[config.mk]
export PLATFORM = sky130hd
export DESIGN_NAME = mmrq_ptr_ram
export DESIGN_NICKNAME = d
export VERILOG_FILES = /design/src/hw/rtl/mesh_mailbox_ring_queues_top_defines.svh /design/src/hw/rtl/mmrq_ptr_ram.sv
export SDC_FILE = /design/constraint.sdc
export NUM_CORES = 1
export LEC_CHECK = 0
export ABC_CLOCK_PERIOD_IN_PS = 1600
export BUFFER_PORTS_ARGS = -buffer_cell sky130_fd_sc_hd__buf_2
export CORE_ASPECT_RATIO = 0.8
export CORE_MARGIN = 5
export CORE_UTILIZATION = 30
export CTS_CLUSTER_DIAMETER = 200
export DETAILED_ROUTE_END_ITERATION = 10
export GPL_ROUTABILITY_DRIVEN = 0
export GPL_TIMING_DRIVEN = 0
export HOLD_SLACK_MARGIN = 0.03
export PLACE_DENSITY = 0.47
export SETUP_SLACK_MARGIN = 0.1
export SKIP_LAST_GASP = 1
export SLEW_MARGIN = 20
export SYNTH_ARGS = -nofsm -noshare
export SYNTH_HDL_FRONTEND = slang
export SYNTH_SLANG_ARGS = --single-unit
[constraint.sdc]
create_clock -name i_clk -period 1.6 [get_ports i_clk]
set_input_delay 0.08 -clock i_clk [delete_from_list [all_inputs] [get_ports i_clk]]
set_output_delay 0.08 -clock i_clk [all_outputs]
set_load 0.005 [all_outputs]
[src/hw/rtl/mesh_mailbox_ring_queues_top_defines.svh]
// Assertion macros shared by the mailbox mesh RTL.
`ifndef MESH_MAILBOX_RING_QUEUES_TOP_DEFINES_SVH
`define MESH_MAILBOX_RING_QUEUES_TOP_DEFINES_SVH

// Check a property on each rising clock edge, skipped while reset is low.
`define MMRQ_ASSERT(lbl, clk, rst_n, prop, msg) \
    lbl: assert property (@(posedge clk) disable iff (!(rst_n)) prop) else $error(msg);

// Check a property on each rising clock edge, reset included.
`define MMRQ_ASSERT_ALWAYS(lbl, clk, prop, msg) \
    lbl: assert property (@(posedge clk) prop) else $error(msg);

`endif

[src/hw/rtl/mmrq_ptr_ram.sv]
// Ring pointer memory: one head/tail entry per ring, reads zero until written.
`default_nettype none

module mmrq_ptr_ram #(
    parameter int ENTRIES = 12,
    parameter int DW      = 8
) (
    input  wire logic                       i_clk,
    input  wire logic                       i_rst_n,
    input  wire logic                       i_en,
    input  wire logic                       i_we,
    input  wire logic [$clog2(ENTRIES)-1:0] i_addr,
    input  wire logic [DW-1:0]              i_wdata,
    output logic      [DW-1:0]              o_rdata
);

    logic [DW-1:0]      r_mem [ENTRIES];
    logic [ENTRIES-1:0] r_valid;
    logic [DW-1:0]      r_rdata;
    logic               r_rvld;

    // mark entries once written, capture valid flag on reads
    always_ff @(posedge i_clk) begin
        if (!i_rst_n) begin
            r_valid <= '0;
            r_rvld  <= 1'b0;
        end else if (i_en) begin
            if (i_we) begin
                r_valid[i_addr] <= 1'b1;
            end else begin
                r_rvld <= r_valid[i_addr];
            end
        end
    end

    // storage array
    always_ff @(posedge i_clk) begin
        if (i_en) begin
            if (i_we) begin
                r_mem[i_addr] <= i_wdata;
            end else begin
                r_rdata <= r_mem[i_addr];
            end
        end
    end

    assign o_rdata = r_rvld ? r_rdata : '0;

endmodule

`default_nettype wire

==> results.toml <==
[power_and_ir_drop]
leakage_uw = 0.00185
p_per_area_nw_per_um2 = 1290
power.total_uw = 7110
peakVddDrop_mv = 0.863

[synth]
yosysWarnings = 0
synth_cell_type_count = 25
ys_seq_area_share_pct = 74.9
synthesis.area_um2 = 4520
syn_avg_cell_area_um2 = 19.9
synth_nets = 243
ys_ff_latch = 117
netlist_instances = 227

[grt]
overflow = 0
grt_max_degree = 17
grt_pass1_wl_um = 14700
antenna_found_initial = 0
grt_pass1_vias = 2341
track_usage_pct = 11.6

[worst_hold_path]
holdPathStages = 1
hold_path_end = "r_mem[8][5]"
min_from = "i_wdata[5]"
min_path_type = "in2reg"

[floorplan]
io_pins = 24
die_h_um = 120
num_rows = 40
fp.dieW_um = 147
start_util_pct = 30.3
die-area_um2 = 17600
core_um2 = 14900

[finish]
multiInputGateArea_um2 = 1110
drive_gt1_share_pct = 34.5
fin_area_um2 = 5540
seq_area_um2 = 3380
finalNetCount = 293
fillers = 1412
post-route-util_pct = 37.1
num_antenna_cells = 0
syn2layout_area_growth_pct = 22.6

[sta]
finalSetupViolations = 0
fmax_ghz = 0.699
relSlewSlack_pct = 37.1
fin_skew_ps = 7.60
rsz0062_at_grt = "yes"
worst_slew_pin_slew_ps = 940
setup_tns_ps = 0
finalCriticalPeriod_ps = 1430
final_max_slew_viol_count = 0
post-route-period-util_pct = 89.4
finalHoldViolCount = 0

[place]
placed_cell_area_um2 = 4910
portBuffers = 22
place_hpwl_um = 6250

[drt]
route.detailed.drc = 0
drt_wl_total_um = 9570
vias = 2244
drt_iter0_drc = 133
via_per_inst = 4.68
drt_first_pass_iters = 4
ant_nets = 0
routedWlPerCell_um = 20.0

[critical_path]
r2r_cells = 3
required_ps = 1730
worstReg2RegEnd = "r_rdata[3]"
path_cells = "mux4_2 -> mux2i_1 -> o21ai_1"
cp_max_fo = 1
endpoint_kind = "flip-flop"
startpoint_type = "flip-flop"
rr_startpoint = "r_mem[7][3]"
path_buf_inv = 0
path_class = "reg2reg"
reg2reg_slack_ps = 170
crit_family = "multiplexers"
slowest_delay_ps = 480
cp_slowest_cell = "mux4_2"
crit_arrival_ps = 1560

[cts]
clock_sinks = 117
cts.path.max_buffers = 2
cts_buffers = 17
cts-root-buf = "clkbuf_16"
cts_setup_buffers = 0
clk_pin_slew_ps = 50
cts_tree = "built"
h-tree-depth = 4
clk_latency_ps = 410

[job]
maxCapViolCount = 0

[run_status]
status = "completed"
-- final cells by class --
type                       instances  share of cell area, %
buffer                            11                   1.20
clock inverter                     7                   1.06
sequential                       117                   61.1
tap                              189                   4.27
clock buffer                      25                   8.59
inverter                           3                  0.203
multi-input combinational         96                   20.0
timing repair buffer              31                   3.55
-- where the power goes --
part,total [µW],internal [µW],switching (µW)
registers,3380,3370,9.07
clock network,3420,2190,1220
logic,316,133,184
-- worst reg2reg max path, cell delays in order, from the launching register on --
cell and delay, ps:
edfxtp_1 350, mux4_2 480, mux2i_1 250, o21ai_1 90
-- through the flow --
step | hold WS, ps | instances | worst slack [ps]
6_report | 41.9 | 479 | 169
5_1_grt | 36.8 | 479 | 91.6
4_1_cts | 34.4 | 479 | 88.3
3_5_place_dp | 366 | 441 | -419
3_3_place_gp | 365 | 438 | -1050
2_1_floorplan | 179 | 227 | 107
-- routing by layer --
| layer | vias up | track usage (%) | part of all wire (%) |
|---|---|---|---|
| met1 | 1146 | 17.1 | 49 |
| met5 | - | 0 | 0 |
| met4 | 0 | 3.84 | 0.93 |
| met2 | 67 | 16.1 | 45 |
| met3 | 11 | 3.89 | 5.8 |
| li1 | 1020 | - | - |
-- timing repair --
action                                  CTS  global route
endpoints found under the setup margin   26            28
gates resized for setup                   5             8
hold buffers                              6             0
endpoints found under the hold margin    54             0
-- flip-flops by register name (all words and copies together), names as in the netlist --
signal   flops
r_rvld       1
r_valid     12
r_mem       96
r_rdata      8
-- worst max-delay path by stage --
stage                   to   startpoint  depth (start not counted)  slack (ps)
2_1_floorplan  r_mem[0][0]    i_addr[0]                          3         110
3_3_place_gp   r_mem[3][6]    i_addr[1]                          4       -1050
3_5_place_dp   r_mem[6][6]    i_addr[0]                          4        -420
4_1_cts        r_mem[4][5]    i_addr[0]                          4          90
5_1_grt        r_mem[9][1]    i_addr[0]                          4          90
6_report        r_rdata[3]  r_mem[7][3]                          3         170
-- cell usage after synthesis (all sizes together) --
| master | instances | share of area, % |
|---|---|---|
| a2bb2oi | 1 | 0.19 |
| a32oi | 1 | 0.19 |
| and2 | 8 | 1.1 |
| buf | 8 | 1.2 |
| clkbuf | 3 | 0.25 |
| dfxtp | 13 | 5.8 |
| edfxtp | 104 | 69 |
| inv | 3 | 0.25 |
| mux2i | 8 | 1.8 |
| mux4 | 27 | 14 |
| nand2 | 9 | 0.75 |
| nand2b | 2 | 0.28 |
| nand4 | 1 | 0.14 |
| nand4b | 2 | 0.39 |
| nand4bb | 1 | 0.25 |
| nor2 | 9 | 0.75 |
| nor2b | 1 | 0.14 |
| nor3 | 4 | 0.44 |
| nor4bb | 1 | 0.22 |
| o21a | 12 | 2.0 |
| o21ai | 8 | 0.89 |
| o22ai | 1 | 0.14 |
-- kinds of logic after synthesis --
kind of cell,synth area share (%)
DFF,74.9
AOI/OAI and AO/OA,3.41
and+or+nand+nor,4.46
buffers and inverters,1.72
muxes,15.5
-- cells in the final DEF, fill, tap and decap left out, types with 5 or more instances in the layout --
master / Yosys / final
dlygate4sd3_1: 0 / 6
clkinv_2: 0 / 5
nor2_2: 0 / 7
and2_1: 8 / 8
buf_2: 5 / 27
clkbuf_1: 3 / 9
o21ai_1: 8 / 7
nand2_1: 9 / 9
mux2i_1: 8 / 5
o21a_1: 12 / 12
edfxtp_1: 104 / 104
mux4_2: 24 / 26
clkbuf_16: 0 / 17
dfxtp_1: 13 / 13
Power figures use the tool's default switching activity.
