==> src/hw/rtl/mesh_mailbox_ring_queues_top_defines.svh <==
// Assertion macros shared by the mailbox mesh RTL.
`ifndef MESH_MAILBOX_RING_QUEUES_TOP_DEFINES_SVH
`define MESH_MAILBOX_RING_QUEUES_TOP_DEFINES_SVH

// Check a property on each rising clock edge, skipped while reset is low.
`define MMRQ_ASSERT(lbl, clk, rst_n, prop, msg) \
    lbl: assert property (@(posedge clk) disable iff (!(rst_n)) prop) else $error(msg);

// Check a property on each rising clock edge, reset included.
`define MMRQ_ASSERT_ALWAYS(lbl, clk, prop, msg) \
    lbl: assert property (@(posedge clk) prop) else $error(msg);

`endif

==> src/hw/rtl/mmrq_pkg.sv <==
// Types, codes and helper functions of the mailbox mesh.
`default_nettype none

package mmrq_pkg;

    // default sizes
    localparam int DEF_NODES      = 4;
    localparam int DEF_RING_DEPTH = 16;
    localparam int DEF_MSG_BYTES  = 8;

    // operation codes
    typedef logic [1:0] t_op;
    localparam t_op OP_SEND     = 2'd0;
    localparam t_op OP_RECV     = 2'd1;
    localparam t_op OP_RECV_ANY = 2'd2;

    // result status codes
    typedef logic [2:0] t_status;
    localparam t_status ST_OK        = 3'd0;
    localparam t_status ST_FULL      = 3'd1;
    localparam t_status ST_EMPTY     = 3'd2;
    localparam t_status ST_BAD_PAIR  = 3'd3;
    localparam t_status ST_TOO_LONG  = 3'd4;
    localparam t_status ST_TOO_SMALL = 3'd5;

    // configuration register indexes
    typedef logic [1:0] t_cfg_idx;
    localparam t_cfg_idx CFG_ACTIVE_NODES  = 2'd0;
    localparam t_cfg_idx CFG_MAX_MSG_BYTES = 2'd1;

    localparam int CFG_DATA_W = 4;

    typedef struct packed {
        t_op         operation;
        logic [1:0]  src_node;
        logic [1:0]  dst_node;
        logic [3:0]  length;
        logic [63:0] payload;
    } t_cmd;

    typedef struct packed {
        t_status     status;
        logic [63:0] data;
        logic [3:0]  data_length;
        logic [1:0]  from_node;
    } t_result;

    typedef struct packed {
        logic [2:0] active_nodes;
        logic [3:0] max_msg_bytes;
    } t_cfg;

    // ring of an ordered pair: to*(n-1)+from, less one above the diagonal
    function automatic logic [5:0] ring_of(input logic [2:0] from, input logic [2:0] to,
                                           input logic [2:0] n);
        logic [5:0] r;
        r = {3'b000, to} * {3'b000, n - 3'd1} + {3'b000, from};
        if (from > to) begin
            r = r - 6'd1;
        end
        return r;
    endfunction

    // keep the low len bytes of a word
    function automatic logic [63:0] byte_mask(input logic [3:0] len);
        logic [63:0] m;
        for (int b = 0; b < 8; b++) begin
            m[8*b +: 8] = (len > 4'(b)) ? 8'hFF : 8'h00;
        end
        return m;
    endfunction

endpackage

`default_nettype wire

==> src/hw/rtl/mmrq_ctrl.sv <==
// Command sequencer: pointer read, message read or write, pointer write-back.
`default_nettype none
`include "mesh_mailbox_ring_queues_top_defines.svh"

module mmrq_ctrl
    import mmrq_pkg::*;
#(
    parameter int NODES      = DEF_NODES,
    parameter int RING_DEPTH = DEF_RING_DEPTH,
    parameter int MSG_BYTES  = DEF_MSG_BYTES,
    localparam int RC        = NODES * (NODES - 1),
    localparam int RW        = $clog2(RC),
    localparam int PW        = $clog2(RING_DEPTH),
    localparam int MAW       = $clog2(RC * RING_DEPTH)
) (
    input  wire logic           i_clk,
    input  wire logic           i_rst_n,
    input  wire logic           i_start,
    output logic                o_busy,
    input  wire t_cmd           i_cmd,
    input  wire t_cfg           i_cfg,
    output logic                o_strobe,
    output t_result             o_result,
    output logic                o_ptr_en,
    output logic                o_ptr_we,
    output logic [RW-1:0]       o_ptr_addr,
    output logic [2*PW-1:0]     o_ptr_wdata,
    input  wire logic [2*PW-1:0] i_ptr_rdata,
    output logic                o_msg_en,
    output logic                o_msg_we,
    output logic [MAW-1:0]      o_msg_addr,
    output logic [67:0]         o_msg_wdata,
    input  wire logic [67:0]    i_msg_rdata
);

    typedef enum logic [2:0] {
        S_IDLE = 3'b001,
        S_PTR  = 3'b010,
        S_MSG  = 3'b100
    } t_state;

    t_state      r_state, n_state;
    logic        r_strobe, n_strobe;
    t_result     r_res, n_res;
    t_op         r_op, n_op;
    logic [2:0]  r_src, n_src;
    logic [1:0]  r_dst, n_dst;
    logic [3:0]  r_len, n_len;
    logic [63:0] r_pay, n_pay;
    logic [RW-1:0] r_ring, n_ring;
    logic [PW-1:0] r_head, n_head;
    logic [PW-1:0] r_tail, n_tail;

    logic [2:0]  n_eff;
    logic [3:0]  limit;
    logic        pair_ok;
    logic [2:0]  first_src;
    logic [2:0]  nxt_src;
    logic [2:0]  sel_from;
    logic [2:0]  sel_to;
    logic [RW-1:0] ring_sel;
    logic [PW-1:0] p_head;
    logic [PW-1:0] p_tail;
    logic [3:0]  m_len;
    logic [63:0] m_data;

    function automatic logic [PW-1:0] slot_next(input logic [PW-1:0] p);
        return (p == PW'(RING_DEPTH - 1)) ? '0 : p + PW'(1);
    endfunction

    function automatic logic [MAW-1:0] slot_addr(input logic [RW-1:0] ring,
                                                 input logic [PW-1:0] p);
        return MAW'(ring) * MAW'(RING_DEPTH) + MAW'(p);
    endfunction

    // clamp node count and message limit
    always_comb begin
        n_eff = i_cfg.active_nodes;
        if (int'(n_eff) > NODES) begin
            n_eff = 3'(NODES);
        end
        if (n_eff < 3'd2) begin
            n_eff = 3'd2;
        end
        limit = i_cfg.max_msg_bytes;
        if (int'(limit) > MSG_BYTES) begin
            limit = 4'(MSG_BYTES);
        end
    end

    // pick the source and ring to look at next
    always_comb begin
        pair_ok   = ({1'b0, i_cmd.src_node} < n_eff) && ({1'b0, i_cmd.dst_node} < n_eff)
                    && (i_cmd.src_node != i_cmd.dst_node);
        first_src = (i_cmd.dst_node == 2'd0) ? 3'd1 : 3'd0;
        nxt_src   = r_src + 3'd1;
        if (nxt_src == {1'b0, r_dst}) begin
            nxt_src = nxt_src + 3'd1;
        end
        if (r_state == S_IDLE) begin
            sel_from = (i_cmd.operation == OP_RECV_ANY) ? first_src : {1'b0, i_cmd.src_node};
            sel_to   = {1'b0, i_cmd.dst_node};
        end else begin
            sel_from = nxt_src;
            sel_to   = {1'b0, r_dst};
        end
        ring_sel = RW'(ring_of(sel_from, sel_to, n_eff));
    end

    assign p_head = i_ptr_rdata[2*PW-1:PW];
    assign p_tail = i_ptr_rdata[PW-1:0];
    assign m_len  = i_msg_rdata[67:64];
    assign m_data = i_msg_rdata[63:0];

    // sequencer
    always_comb begin
        n_state     = r_state;
        n_strobe    = 1'b0;
        n_res       = r_res;
        n_op        = r_op;
        n_src       = r_src;
        n_dst       = r_dst;
        n_len       = r_len;
        n_pay       = r_pay;
        n_ring      = r_ring;
        n_head      = r_head;
        n_tail      = r_tail;
        o_ptr_en    = 1'b0;
        o_ptr_we    = 1'b0;
        o_ptr_addr  = r_ring;
        o_ptr_wdata = {r_head, r_tail};
        o_msg_en    = 1'b0;
        o_msg_we    = 1'b0;
        o_msg_addr  = slot_addr(r_ring, r_head);
        o_msg_wdata = {r_len, r_pay & byte_mask(r_len)};

        case (r_state)
            S_IDLE: begin
                if (i_start) begin
                    n_op  = i_cmd.operation;
                    n_src = (i_cmd.operation == OP_RECV_ANY) ? first_src
                                                              : {1'b0, i_cmd.src_node};
                    n_dst = i_cmd.dst_node;
                    n_len = i_cmd.length;
                    n_pay = i_cmd.payload;
                    n_res = '0;
                    n_res.status = ST_BAD_PAIR;
                    case (i_cmd.operation)
                        OP_SEND: begin
                            if (!pair_ok) begin
                                n_strobe = 1'b1;
                            end else if (i_cmd.length > limit) begin
                                n_strobe     = 1'b1;
                                n_res.status = ST_TOO_LONG;
                            end else begin
                                o_ptr_en   = 1'b1;
                                o_ptr_addr = ring_sel;
                                n_ring     = ring_sel;
                                n_state    = S_PTR;
                            end
                        end
                        OP_RECV: begin
                            if (!pair_ok) begin
                                n_strobe = 1'b1;
                            end else begin
                                o_ptr_en   = 1'b1;
                                o_ptr_addr = ring_sel;
                                n_ring     = ring_sel;
                                n_state    = S_PTR;
                            end
                        end
                        OP_RECV_ANY: begin
                            if ({1'b0, i_cmd.dst_node} >= n_eff) begin
                                n_strobe = 1'b1;
                            end else begin
                                o_ptr_en   = 1'b1;
                                o_ptr_addr = ring_sel;
                                n_ring     = ring_sel;
                                n_state    = S_PTR;
                            end
                        end
                        default: begin
                            n_strobe = 1'b1;
                        end
                    endcase
                end
            end
            S_PTR: begin
                n_res = '0;
                if (r_op == OP_SEND) begin
                    n_strobe = 1'b1;
                    n_state  = S_IDLE;
                    if (slot_next(p_tail) == p_head) begin
                        n_res.status = ST_FULL;
                    end else begin
                        // store message, advance tail
                        o_msg_en     = 1'b1;
                        o_msg_we     = 1'b1;
                        o_msg_addr   = slot_addr(r_ring, p_tail);
                        o_ptr_en     = 1'b1;
                        o_ptr_we     = 1'b1;
                        o_ptr_wdata  = {p_head, slot_next(p_tail)};
                        n_res.status = ST_OK;
                    end
                end else if (p_head == p_tail) begin
                    if (r_op == OP_RECV_ANY && nxt_src < n_eff) begin
                        // try the next source
                        n_src      = nxt_src;
                        o_ptr_en   = 1'b1;
                        o_ptr_addr = ring_sel;
                        n_ring     = ring_sel;
                    end else begin
                        n_strobe     = 1'b1;
                        n_res.status = ST_EMPTY;
                        n_state      = S_IDLE;
                    end
                end else begin
                    // fetch the oldest message
                    o_msg_en   = 1'b1;
                    o_msg_addr = slot_addr(r_ring, p_head);
                    n_head     = p_head;
                    n_tail     = p_tail;
                    n_state    = S_MSG;
                end
            end
            S_MSG: begin
                n_strobe          = 1'b1;
                n_state           = S_IDLE;
                n_res             = '0;
                n_res.data_length = m_len;
                n_res.from_node   = r_src[1:0];
                if (m_len > r_len) begin
                    n_res.status = ST_TOO_SMALL;
                end else begin
                    // pop: advance head
                    o_ptr_en     = 1'b1;
                    o_ptr_we     = 1'b1;
                    o_ptr_wdata  = {slot_next(r_head), r_tail};
                    n_res.status = ST_OK;
                    n_res.data   = m_data;
                end
            end
            default: begin
                n_state = S_IDLE;
            end
        endcase
    end

    // control registers
    always_ff @(posedge i_clk) begin
        if (!i_rst_n) begin
            r_state  <= S_IDLE;
            r_strobe <= 1'b0;
        end else begin
            r_state  <= n_state;
            r_strobe <= n_strobe;
        end
    end

    // command and result holding registers
    always_ff @(posedge i_clk) begin
        r_res  <= n_res;
        r_op   <= n_op;
        r_src  <= n_src;
        r_dst  <= n_dst;
        r_len  <= n_len;
        r_pay  <= n_pay;
        r_ring <= n_ring;
        r_head <= n_head;
        r_tail <= n_tail;
    end

    assign o_busy   = (r_state != S_IDLE);
    assign o_strobe = r_strobe;
    assign o_result = r_res;

    `MMRQ_ASSERT(a_strobe_cause, i_clk, i_rst_n, r_strobe |-> $past(r_state != S_IDLE || i_start), "result without a request")
    `MMRQ_ASSERT(a_finish_strobe, i_clk, i_rst_n, (r_state != S_IDLE && n_state == S_IDLE) |=> r_strobe, "request finished without result")
    `MMRQ_ASSERT(a_msg_write_state, i_clk, i_rst_n, (o_msg_en && o_msg_we) |-> (r_state == S_PTR && r_op == OP_SEND), "message write outside send")
    `MMRQ_ASSERT(a_data_zero, i_clk, i_rst_n, (r_strobe && r_res.status != ST_OK) |-> (r_res.data == '0), "data on failed request")
    `MMRQ_ASSERT_ALWAYS(a_reset_quiet, i_clk, !i_rst_n |=> !r_strobe, "result right after reset")

endmodule

`default_nettype wire

==> config.mk <==
export PLATFORM = sky130hd
export DESIGN_NAME = mmrq_ctrl
export DESIGN_NICKNAME = d
export VERILOG_FILES = /design/src/hw/rtl/mmrq_pkg.sv /design/src/hw/rtl/mmrq_ctrl.sv
export VERILOG_INCLUDE_DIRS = /design/src /design/src/hw/rtl
export SDC_FILE = /design/constraint.sdc
export NUM_CORES = 1
export LEC_CHECK = 0
export BUFFER_PORTS_ARGS = -buffer_cell sky130_fd_sc_hd__clkbuf_2
export CAP_MARGIN = 20
export CORE_MARGIN = 2
export CORE_UTILIZATION = 41
export CTS_CLUSTER_DIAMETER = 100
export DETAILED_ROUTE_END_ITERATION = 16
export PLACE_DENSITY = 0.82
export RECOVER_POWER = 100
export REMOVE_ABC_BUFFERS = 1
export SYNTH_ARGS = -nofsm -noshare
export SYNTH_HDL_FRONTEND = slang
export SYNTH_SLANG_ARGS = --single-unit
==> constraint.sdc <==
create_clock -name i_clk -period 19.1 [get_ports i_clk]
set_clock_uncertainty 0.15 [all_clocks]
set_input_delay 2.865 -clock i_clk [delete_from_list [all_inputs] [get_ports i_clk]]
set_output_delay 2.865 -clock i_clk [all_outputs]
set_load 0.05 [all_outputs]
==> results of run 1 <==
-- per-stage QoR --
step / hold WS, ps / setup slack (ps) / power (mW) / util / cell area, um2
after floorplan: 437 / 10170 / 0.965 / - / 7440
after global placement: 332 / 10160 / 1.09 / 0.521 / 9400
after detailed placement: 341 / 10070 / 1.10 / 0.522 / 9400
after CTS: 364 / 10060 / 1.45 / 0.555 / 10000
after global routing: 381 / 9220 / 1.49 / 0.541 / 9750
final: 352 / 9510 / 1.43 / 0.541 / 9750
-- metal layers --
metal	wire (um)	vias to the layer above
li1	-	2765
met1	8370	2699
met2	10300	245
met3	1260	37
met4	520	0
met5	0	-
-- registers in the layout, indices dropped and copies added, names as in the netlist --
signal	count
o_result	73
r_op	2
r_pay	64
r_state	3
r_head	4
o_strobe	1
r_src	3
r_ring	4
r_dst	2
r_tail	4
r_len	4
-- cell families (layout without fill, tap and decap cells) --
family                   count (synthesis)  count (layout)  synth area share
AO/OA/AOI/OAI                           68              68            0.0654
flip-flops                             164             164             0.643
XOR/XNOR                                20              20            0.0232
adder cells (fa/ha/maj)                 29              29            0.0511
AND/OR/NAND/NOR                        234             234             0.180
buffers and inverters                   51             393            0.0279
multiplexers                             7               7           0.00996
-- synthesized netlist by cell type, types with 5 or more instances --
master | n | area (um2)
and2_1 | 25 | 156
clkbuf_1 | 17 | 63.8
nand3_1 | 6 | 30.0
o21ai_0 | 12 | 60.1
and3_1 | 71 | 444
xnor2_1 | 11 | 96.3
inv_1 | 28 | 105
nor2b_1 | 54 | 338
o211ai_1 | 5 | 37.5
nand2_1 | 26 | 97.6
ha_1 | 26 | 325
edfxtp_1 | 156 | 4680
or2_2 | 5 | 31.3
xor2_1 | 9 | 78.8
dfxtp_1 | 8 | 160
a21oi_1 | 14 | 70.1
nor2_1 | 23 | 86.3
-- power by group through the flow --
stage | sequential (mW) | clock, mW | combinational (mW)
after floorplan | 0.668 | 0 | 0.297
after global placement | 0.516 | 0 | 0.577
after detailed placement | 0.520 | 0 | 0.582
after CTS | 0.513 | 0.353 | 0.585
after global routing | 0.529 | 0.366 | 0.593
final | 0.521 | 0.346 | 0.558
-- worst paths after layout --
| check | startpoint | end | slack, ps |
|---|---|---|---|
| worst max register to register | r_state[0] | o_strobe | 14230 |
| worst max-delay path | i_msg_rdata[66] | o_ptr_wdata[6] | 9510 |
| worst min register to register | r_ring[3] | r_ring[3] | 350 |
| worst min-delay path | r_ring[3] | r_ring[3] | 350 |
-- final cells by class --
cell class	instances	area, um2	area share
Timing Repair Buffer	332	1450	0.149
Multi-Input combinational cell	358	2460	0.253
Inverter	29	109	0.0112
Tap cell	229	287	0.0294
Clock buffer	18	429	0.0440
Clock inverter	14	166	0.0171
Sequential cell	164	4840	0.497
-- worst max-delay path, delay by kind of cell --
kind,cells,cell delay [ps]
AO/OA/AOI/OAI,4,500
adder cells (fa/ha/maj),1,290
buffers and inverters,3,2280
AND/OR/NAND/NOR,2,580
==> metrics.yaml, run 1 <==
numClockSinks: 164
num_vias: 5746
start_util: 0.418
die_area_um2: 19500
cts_buffers: 17
layout_commonest_cell: "clkbuf_1"
cap_violations: 3
root_buffer: "clkbuf_16"
final.setup.tns_ps: 0
ys_warn_count: 0
end_kind: "output port"
syn_area_um2: 7540
htreeDepth: 4
grt.total_usage: 0.204
cp_data_arrival_time_ps: 6570
violations: "capacitance limit, slew limit"
grt_pass1_vias: 5777
drive_gt1_frac: 0.205
p_comb_frac: 0.392
clockPowerShare: 0.243
area_delta_synth_final_pct: 29.3
holdPathStages: 1
start_kind: "input pin"
crit_path_cell_trace: "clkbuf_1 > ha_1 > o21ai_0 > a21oi_1 > o211ai_1 > clkbuf_1 > and2_0 > and3_1 > a211o_1 > clkbuf_1"
routedWlPerCell_um: 17.9
tightest_slew_ps: 4000
met2_usage: 0.353
peakVddDrop_uv: 160
p_sw_uw: 619
crit_fanout: 69
timing.fmax_mhz: 104
fp.dieH_um: 140
switching_share: 0.434
synth.avg_cell_area_um2: 13.2
setup_viol: 0
synth_seq_cells: 164
path_common_cell: "clkbuf_1"
rsz0062_at_grt: "false"
rows: 49
maxSlewHeadroom: -1.67
diodes: 0
synth_cell_types: 58
dp.cells: 1111
dr.pass1.iters: 5
synth_seq_area_share: 0.643
grt_max_degree: 74
seqPwrFrac: 0.366
grt_pass1_wl_mm: 30.9
final_cell_mix: "clkbuf_1 (189), edfxtp_1 (156), clkbuf_2 (143)"
postSynthCellCount: 573
clk-insertion-delay-late_ps: 420
p_leak_nw: 4.10
synth-edff-count: 156
gp_congestion: 0.885
cts-resized-gates: 0
clockBufferDepth: 2
ctsHoldBuffers: 0
tritoncts: "built"
drv_slew: 218
post-route-period-util: 0.502
drtIter0Drc: 330
overflow: 0
powerDensity_nw_per_um2: 146
critical-path-slowest-cell: "clkbuf_1"
io_pins: 327
fin_crit_ps: 9590
numPortBuffers: 326
hp-class: "reg2reg"
post-cts-setup-buffers: 0
intPower_uw: 807
ant_nets: 0
fin_cells: 1144
status: "finished, violations left"
critPathMaxStageDelay_ps: 1700
drc: 0
antenna_found_initial: 0
synth_ff_type: "edfxtp_1"
dp_hpwl_mm: 15.1
viasPerCell: 5.02
fill_cells: 1613
reg2reg_depth: 7
wl_mm: 20.4
die_w_um: 140
core_um2: 18000
path_class: "in2out"
crit_required_ps: 16090
grtUsageMet1: 0.246
grt_most_used_layer: "met2"
async_reset_ff_frac: 0
grtUsageMet3: 0.0540
nets: 1091
clkTransAtPathRegs_ps: 70
finalHoldViolCount: 0
No activity file was read; power rests on OpenSTA's default activity.
==> run 2: changes to the inputs <==
- PLACE_DENSITY: 0.82 -> 0.84
- clock period: 19.1 -> 8.4 ns (I/O delays scaled with it)
==> run 2 against run 1 <==
  * The run still ends with capacitance limit, slew limit left
  * Worst setup slack got worse by 7100 ps
  * Core utilization fell by 0.30 points
  * Power grew 120%
  * Critical path type is now reg2out
  * Highest routed layer unchanged
==> metrics.yaml, run 2 (synthesis results as in run 1) <==
pre_cts_slack_ps: 2630  # -7440 ps
p_sw_mw: 1.40  # +130%
intPower_mw: 1.80  # +120%
r2r-start: "r_state[0]"
drc: 0  # unchanged
crit_family: "adder cells"
reg2reg_slack_ps: 3680  # -10550 ps
grt_pass1_vias: 5607  # -2.9%
rsz0062_at_grt: "false"
setup_viol: 0  # unchanged
grt_pass1_wl_mm: 30.5  # -1.2%
p_leak_nw: 4.08  # -0.52%
drtIter0Drc: 380  # +15%
die_w_um: 140  # unchanged
worstHoldEndpoint: "r_ring[3]"
fin_crit_ps: 6030
total_power_mw: 3.21  # +120%
fin_hold_ws_ps: 357  # +4.95 ps
diodes: 0  # unchanged
io_pins: 327  # unchanged
finalHoldViolCount: 0  # unchanged
post-cts-setup-buffers: 0  # unchanged
num_vias: 5771  # +0.44%
final_area_um2: 9700  # -0.55%
fp.dieH_um: 140  # unchanged
tritoncts: "built"
finalWorstSetupSlack_ps: 2370  # -7140 ps
area_delta_synth_final_pct: 28.6
clockBufferDepth: 2  # unchanged
end_kind: "output port"
dr.pass1.iters: 5  # unchanged
crit_fanout: 12  # -83%
timing.fmax_mhz: 166
p_comb_frac: 0.395  # +0.003
violations: "capacitance limit, slew limit"
critPathMaxStageDelay_ps: 720  # -980 ps
crit_buf_inv: 4  # +1
tightest_slew_ps: 3930  # -68.7 ps
antenna_found_initial: 0  # unchanged
grt_max_degree: 74  # unchanged
die_area_um2: 19500  # unchanged
holdPathStages: 1  # unchanged
start_util: 0.418  # unchanged
ctsHoldBuffers: 0  # unchanged
reg2reg_depth: 7  # unchanged
clkTransAtPathRegs_ps: 70  # about the same
peakVddDrop_uv: 291  # +83%
fin_cells: 1144  # unchanged
viasPerCell: 5.04  # +0.44%
overflow: 0  # unchanged
cts-resized-gates: 0  # unchanged
crit_path_cell_trace: "nor3b_1 > clkinv_1 > o21ai_0 > inv_1 > fa_1 > inv_1 > ha_1 > fa_1 > nor3_1 > nand2_1 > xnor2_1 > a22o_1 > clkbuf_1"
timing.rr.end: "o_strobe"
numPortBuffers: 326  # unchanged
start_kind: "flip-flop"
crit_required_ps: 6990  # -9100 ps
fill_cells: 1631  # +1.1%
largest_reg_flops: 73  # unchanged
root_buffer: "clkbuf_16"
clockPowerShare: 0.235  # -0.008
cp_data_arrival_time_ps: 4620  # -1950 ps
rows: 49  # unchanged
grt.total_usage: 0.200  # -0.00341
final_cell_mix: "clkbuf_1 (190), edfxtp_1 (156), clkbuf_2 (141)"
powerDensity_nw_per_um2: 331  # +130%
htreeDepth: 4  # unchanged
seqPwrFrac: 0.370  # +0.004
wl_mm: 20.4  # -0.46%
final.setup.tns_ps: 0  # unchanged
dp_hpwl_mm: 15.3  # +1.3%
status: "finished, violations left"
path_class: "reg2out"
ant_nets: 0  # unchanged
nets: 1091  # unchanged
hold_start: "r_ring[3]"
hp-class: "reg2reg"
postPlaceCellArea_um2: 9410  # +0.11%
critical-path-slowest-cell: "nor3b_1"
clk-insertion-delay-late_ps: 410  # about the same
cts_buffers: 17  # unchanged
utilization: 0.538  # -0.00299
drv_slew: 213  # -2.3%
drive_gt1_frac: 0.202  # -0.00328
dp.cells: 1112  # +0.090%
cap_violations: 3  # unchanged
numClockSinks: 164  # unchanged
post-route-period-util: 0.717
switching_share: 0.437  # +0.00341
core_um2: 18000  # unchanged
routedWlPerCell_um: 17.8  # -0.46%
layout_commonest_cell: "clkbuf_1"
maxSlewHeadroom: -1.62  # +0.0458
gp_congestion: 0.868  # -1.9%
-- run 2: cell count changes in the layout (fill, tap and decap cells not counted), sizes merged --
cell | before | now
buf | 1 | 2
bufinv | 2 | 1
clkbuf | 349 | 348
clkinv | 5 | 3
clkinvlp | 3 | 4
inv | 33 | 35
-- run 2: worst max path at each step --
stage | startpoint | endpoint | slack [ps] | cells past startpoint
after global routing | r_state[2] | o_ptr_addr[3] | 1970 | 13
after detailed placement | i_cfg[6] | o_ptr_addr[3] | 2630 | 13
after global placement | i_cfg[6] | o_ptr_addr[3] | 2680 | 13
after CTS | i_cfg[6] | o_ptr_addr[3] | 2630 | 13
final | r_state[2] | o_ptr_addr[3] | 2370 | 13
after floorplan | i_start | o_result[0] | 1200 | 2
-- run 2: worst register-to-register path, stage by stage (launching register included) --
cell	delay (ps)
dfxtp_1	370
nor2b_1	230
nand2_1	70
or2_2	320
inv_1	60
clkbuf_1	2730
o41ai_1	400
a31oi_1	310
-- run 2: power groups by stage --
stage,Combinational [mW],Sequential (mW),Clock [mW]
after floorplan,0.675,1.52,0
after global placement,1.31,1.17,0
after detailed placement,1.32,1.18,0
after CTS,1.33,1.17,0.770
after global routing,1.35,1.20,0.805
final,1.27,1.19,0.754
-- run 2: layout make-up --
cell class / count / area, um2 / area share
Clock inverter: 14 / 141 / 0.0146
Clock buffer: 18 / 429 / 0.0443
Inverter: 29 / 109 / 0.0112
Timing Repair Buffer: 332 / 1430 / 0.147
Tap cell: 229 / 287 / 0.0296
Multi-Input combinational cell: 358 / 2460 / 0.254
Sequential cell: 164 / 4840 / 0.500
-- run 2: routing by layer --
metal,global-route usage,share of wire,up-vias
met5,0,0,-
met4,0.0832,0.035,0
met3,0.0385,0.058,48
met2,0.339,0.50,238
met1,0.254,0.41,2732
li1,-,-,2753
